File: config.mk
export PLATFORM = sky130hd
export DESIGN_NAME = fcull_decide
export DESIGN_NICKNAME = d
export VERILOG_FILES = /design/src/fcull_pkg.sv /design/src/fcull_decide.sv
export SDC_FILE = /design/constraint.sdc
export NUM_CORES = 1
export LEC_CHECK = 0
export BUFFER_PORTS_ARGS = -buffer_cell sky130_fd_sc_hd__clkbuf_2
export CAP_MARGIN = 20
export CORE_AREA = 5 5 157 159
export CTS_CLUSTER_DIAMETER = 80
export DETAILED_ROUTE_END_ITERATION = 12
export DIE_AREA = 0 0 162 164
export PLACE_DENSITY = 0.5
export SYNTH_ARGS = -nofsm -noshare
export SYNTH_HDL_FRONTEND = slang
export SYNTH_SLANG_ARGS = --single-unit
File: constraint.sdc
create_clock -name clk -period 7.8 [get_ports clk]
set_clock_uncertainty 0.1 [all_clocks]
set_input_delay 1.95 -clock clk [delete_from_list [all_inputs] [get_ports clk]]
set_output_delay 1.95 -clock clk [all_outputs]
set_load 0.02 [all_outputs]
File: src/fcull_pkg.sv
// Shared types and constants for the frustum culling test
package fcull_pkg;

  // Payload field widths
  localparam int ACT_W = 2;
  localparam int FLD_W = 32;
  localparam int NRM_W = 16;
  localparam int CFG_W = 48;
  localparam int IDX_W = 3;

  // Side planes, normal components per plane
  localparam int SIDE_N = 4;
  localparam int COMP_N = 3;
  localparam int PLANE_N = 6;

  // Internal coordinate: covers any coordinate width once extended
  localparam int CRD_W = FLD_W + 1;
  // Normal times coordinate
  localparam int PROD_W = NRM_W + CRD_W;
  // Three products plus the sphere bias (radius << 14), with headroom
  localparam int ACC_W = PROD_W + 3;
  // Depth plane distance: z, depth and radius terms
  localparam int DEP_W = CRD_W + 2;
  // Sphere radius scale for the Q18.30 side distances
  localparam int RAD_SH = 14;

  // Item kinds
  localparam logic [ACT_W-1:0] ACT_POINT  = 2'd0;
  localparam logic [ACT_W-1:0] ACT_SPHERE = 2'd1;
  localparam logic [ACT_W-1:0] ACT_CORNER = 2'd2;
  localparam logic [ACT_W-1:0] ACT_RAY    = 2'd3;

  // Register indexes
  localparam logic [IDX_W-1:0] REG_LEFT   = 3'd0;
  localparam logic [IDX_W-1:0] REG_RIGHT  = 3'd1;
  localparam logic [IDX_W-1:0] REG_BOTTOM = 3'd2;
  localparam logic [IDX_W-1:0] REG_TOP    = 3'd3;
  localparam logic [IDX_W-1:0] REG_NEAR   = 3'd4;
  localparam logic [IDX_W-1:0] REG_FAR    = 3'd5;

  // Far depth after reset: 10.0 in Q16.16
  localparam logic [FLD_W-1:0] FAR_RESET = 32'd655360;

  // Plane bit positions in the masks
  localparam int BIT_NEAR = 4;
  localparam int BIT_FAR  = 5;

  // Item as it walks along the cell row
  typedef struct packed {
    logic [ACT_W-1:0]                   action;
    logic                               skip_far;
    logic                               last_corner;
    logic [FLD_W-1:0]                   radius;
    logic [COMP_N-1:0][CRD_W-1:0]       crd;
    logic [SIDE_N-1:0][ACC_W-1:0]       acc;
  } cell_data_t;

  typedef logic [SIDE_N-1:0][NRM_W-1:0] comp_nrm_t;

endpackage

File: src/fcull_decide.sv
// Plane tests, box mask and the result register
module fcull_decide (
  input  logic                         clk,
  input  logic                         rst_n,
  input  logic [fcull_pkg::FLD_W-1:0]  near_depth,
  input  logic [fcull_pkg::FLD_W-1:0]  far_depth,
  input  logic                         up_valid,
  output logic                         up_ready,
  input  fcull_pkg::cell_data_t        up_data,
  output logic                         res_valid,
  input  logic                         res_ready,
  output logic                         res_inside,
  output logic [fcull_pkg::ACT_W-1:0]  res_action
);
  import fcull_pkg::*;

  logic                   out_valid_r;
  logic                   out_valid_nxt;
  logic                   inside_r;
  logic                   inside_nxt;
  logic [ACT_W-1:0]       action_r;
  logic [PLANE_N-1:0]     hit_r;
  logic [PLANE_N-1:0]     hit_nxt;
  logic [PLANE_N-1:0]     outm;
  logic [PLANE_N-1:0]     use_m;
  logic [PLANE_N-1:0]     hit_upd;
  logic signed [DEP_W-1:0] z_ext;
  logic signed [DEP_W-1:0] rbias;
  logic signed [DEP_W-1:0] near_dist;
  logic signed [DEP_W-1:0] far_dist;
  logic                   is_corner;
  logic                   gives_res;
  logic                   slot_free;
  logic                   take;

  // Depth distances, radius added for spheres
  always_comb begin
    z_ext = DEP_W'($signed(up_data.crd[2]));
    rbias = (up_data.action == ACT_SPHERE) ?
            DEP_W'($signed({1'b0, up_data.radius})) : '0;
    near_dist = z_ext - DEP_W'($signed({1'b0, near_depth})) + rbias;
    far_dist  = DEP_W'($signed({1'b0, far_depth})) - z_ext + rbias;
  end

  // Outside mask: sign of each plane distance
  always_comb begin
    for (int p = 0; p < SIDE_N; p++) begin
      outm[p] = up_data.acc[p][ACC_W-1];
    end
    outm[BIT_NEAR] = near_dist[DEP_W-1];
    outm[BIT_FAR]  = far_dist[DEP_W-1];
    use_m = '1;
    use_m[BIT_FAR] = !up_data.skip_far;
    hit_upd = hit_r | ~outm;
  end

  // Handshake: box corners before the last are absorbed without a result
  assign is_corner = (up_data.action == ACT_CORNER);
  assign gives_res = !is_corner || up_data.last_corner;
  assign slot_free = !out_valid_r || res_ready;
  assign up_ready  = !gives_res || slot_free;
  assign take      = up_valid && up_ready;

  // Verdict for the item and mask update
  always_comb begin
    hit_nxt = hit_r;
    case (up_data.action)
      ACT_POINT, ACT_SPHERE: begin
        inside_nxt = ((outm & use_m) == '0);
      end
      ACT_CORNER: begin
        inside_nxt = ((~hit_upd & use_m) == '0);
        if (take) begin
          hit_nxt = up_data.last_corner ? '0 : hit_upd;
        end
      end
      ACT_RAY: begin
        inside_nxt = (outm[SIDE_N-1:0] == '0);
      end
      default: begin
        inside_nxt = 1'b0;
      end
    endcase
  end

  always_comb begin
    out_valid_nxt = out_valid_r;
    if (res_ready) begin
      out_valid_nxt = 1'b0;
    end
    if (take && gives_res) begin
      out_valid_nxt = 1'b1;
    end
  end

  always_ff @(posedge clk) begin
    if (!rst_n) begin
      out_valid_r <= 1'b0;
      hit_r       <= '0;
    end else begin
      out_valid_r <= out_valid_nxt;
      hit_r       <= hit_nxt;
    end
  end

  // Result payload
  always_ff @(posedge clk) begin
    if (take && gives_res) begin
      inside_r <= inside_nxt;
      action_r <= up_data.action;
    end
  end

  assign res_valid  = out_valid_r;
  assign res_inside = inside_r;
  assign res_action = action_r;

endmodule

==> out/results.tsv <==
metric	value	unit
status	completed	
pin count of the biggest net entering global routing	33	
vias in the first global route	3568	
clock buffer depth	2	
via count	3347	
# hold bufs at CTS	0	
final setup vio count	0	
H-tree depth	1	
wire length on met2	4580	µm
Max Cap Viol	0	
DR iter-0 viols	134	
residual DRC count	0	
num rows	56	
antenna violations before repair	1	
drt wl/cell	12.4	µm
P&R area growth vs syn	30.2	%
n_diodes	0	
slowest CP cell	nor2b_4	
delay-heaviest family, CP	simple AND/OR/NAND/NOR gates	
Pins Over Slew Limit	0	
yosys warns	0	
R2R Setup Slk	6490	ps
Worst Hold Class	reg -> reg	
Synth Net Count	1014	
Initial Util	16.7	%
Setup Crit Path Kind	in -> reg	
final wirelength	11400	µm
share of the synthesized area in the top cell type	32.2	%
clk root buf	clkbuf_16	
fin nets	1161	
multi-input combinational cell area	2990	µm²
worst hold slack	400	ps
max layer used	met5	
EDFF count, synth	3	
Post-CTS Setup Inserts	0	
CP arrival	5760	ps
layout cells sized above 1	26.7	%
minimum clock period	5760	ps
worst vdd ir	0.0461	mV
Clock transition at path regs	40	ps
WHS Endpoint	hit_r[3]	
Post-CTS Resized	0	
library cells used by synthesis	44	
Worst setup EP type	flip-flop	
Least-Margin Pin Slew	977	ps
crit-path max FO	32	
TritonCTS buffer count	3	
met1 WL	5710	µm
setup TNS	0	ps
Post-synth ARST share	0	%
Die Height	164	µm
IO Pins	416	
Synth area leader	fa_1	
core area	23100	µm²
Slew HR	34.7	%
Sink Count	10	
1st-pass router iterations	5	
Vias/cell	3.67	
top post-synthesis cells by area	fa_1 (32%), ha_1 (21%), inv_1 (16%)	
GRT Residual Overflow	0	
Sequential Area	230	µm²
Primary FF master, synth	dfxtp_1	
fillers	2581	
Antenna Nets Post-Route	0	
global-route wire length before repair	18200	µm
die footprint	26600	µm²
Total Power	0.415	mW
Leak	2.93	nW
CTS tree	done	
PortBufs	145	
global-route usage over all layers	8.63	%
syn_area_per_cell	8.10	µm²
max frequency	0.174	GHz
crit path cell chain	clkbuf_2, nor2b_4, nand2_1, fa_1, inv_1, ha_1, and3_1, nand4_1, or4_1, a31oi_1, o32ai_2, o32ai_1, a32o_2	
post-synthesis cell area	3860	µm²
setup ws final	2040	ps
WP buf/inv	2	
Worst Path Required	7800	ps
Hold Vio Cnt, Final	0	
met3 wire length	1050	µm
CP max stage delay	810	ps
Critical Path Source Type	input pin	
RSZ-0062 raised after global routing	false	
fin crit share	73.8	%
sequential area share after synthesis	5.97	%
Seq cells post-synth	10	
clk_lat worst skew	230	ps
GP Congestion	0.779	
Power Dens Cells	82.7	nW/µm²
FF-to-FF Start	hit_r[1]	
reg2reg end	res_inside	
Hold Crit Start	hit_r[3]	
Syn Inst Count	476	
worst hold stages	2	
dpl ws	1680	ps
die width	162	µm
hpwl dp	10900	µm
cells on worst reg2reg path	5	
==> stage by stage <==
stage	cells	utilization [%]	cell area, µm²
global route	912	21.7	5020
CTS	912	21.7	5020
global placement	908	21.4	4940
finish	912	21.7	5020
floorplan	476	-	3860
detailed placement	908	21.4	4940
==> cells in the mapped netlist (2+ instances only) <==
library cell / number
nor4_1: 2
nand2b_1: 6
a21oi_1: 27
nor2_1: 11
dfxtp_1: 7
nand4_1: 5
o21ai_0: 9
ha_1: 65
nor2b_1: 8
and4_1: 4
clkbuf_1: 3
nand3_1: 8
nand3b_1: 3
nand2_1: 46
edfxtp_1: 3
o21a_1: 2
fa_1: 62
a211oi_1: 6
and2_1: 4
inv_1: 160
o21ai_1: 3
inv_2: 10
==> sequential cells by signal, indices dropped and copies added (netlist names) <==
name,count
hit_r,6
res_valid,1
res_action,2
res_inside,1
==> how the worst max path moves through the flow <==
stage,startpoint,end,slack [ps],depth (start not counted)
final,up_data[341],res_inside,2040,13
after CTS,up_data[341],res_inside,1920,13
after global placement,up_data[341],res_inside,1690,13
after floorplan,up_data[341],res_inside,2780,13
after global routing,up_data[341],res_inside,1700,13
after detailed placement,up_data[341],res_inside,1680,13
==> logic make-up after synthesis <==
family	share of synthesized area (%)
adder cells (fa/ha/maj)	53.3
AND/OR/NAND/NOR	13.8
buffers and inverters	16.8
flip-flops	5.97
AO/OA/AOI/OAI	10.1
==> cell usage in the layout (no fill, tap or decap), types with 2 or more instances in the layout <==
cell type  count
inv_1        160
clkbuf_2     145
ha_1          65
fa_1          62
nand2_1       46
a21oi_1       27
nor2_1        11
inv_2         10
o21ai_0        9
nand3_1        8
nor2b_1        7
dfxtp_1        7
nand2b_1       6
a211oi_1       6
nand4_1        5
and2_1         4
and4_1         4
o21ai_1        3
nand3b_1       3
clkbuf_16      3
edfxtp_1       3
nor4_1         2
o21a_1         2
==> where the power goes <==
group          switching, mW  internal [mW]  total, mW
Sequential          0.000772         0.0560     0.0568
Combinational          0.148          0.119      0.267
Clock                 0.0226         0.0684     0.0910
Total                  0.172          0.244      0.415
==> cell type report <==
cell class              count  share of cell area, %
multi-input cells         293                   59.5
repair buffers            145                   14.5
inverters                 170                   12.7
well taps                 290                   7.23
flip-flops and latches     10                   4.59
clock buffers               4                   1.57
==> worst min-delay path: cells and delay by family (launching register included) <==
kind	cells	cell delay, ps
and+or+nand+nor	1	90
DFF	1	310
AOI/OAI and AO/OA	1	60
==> per-layer routing <==
metal  vias to the layer above  global-route usage [%]
li1                       1749                       -
met2                       117                    13.2
met5                         -                       0
met1                      1475                    12.5
met3                         4                    2.63
met4                         2                   0.577
(Power assumes the default switching activity.)
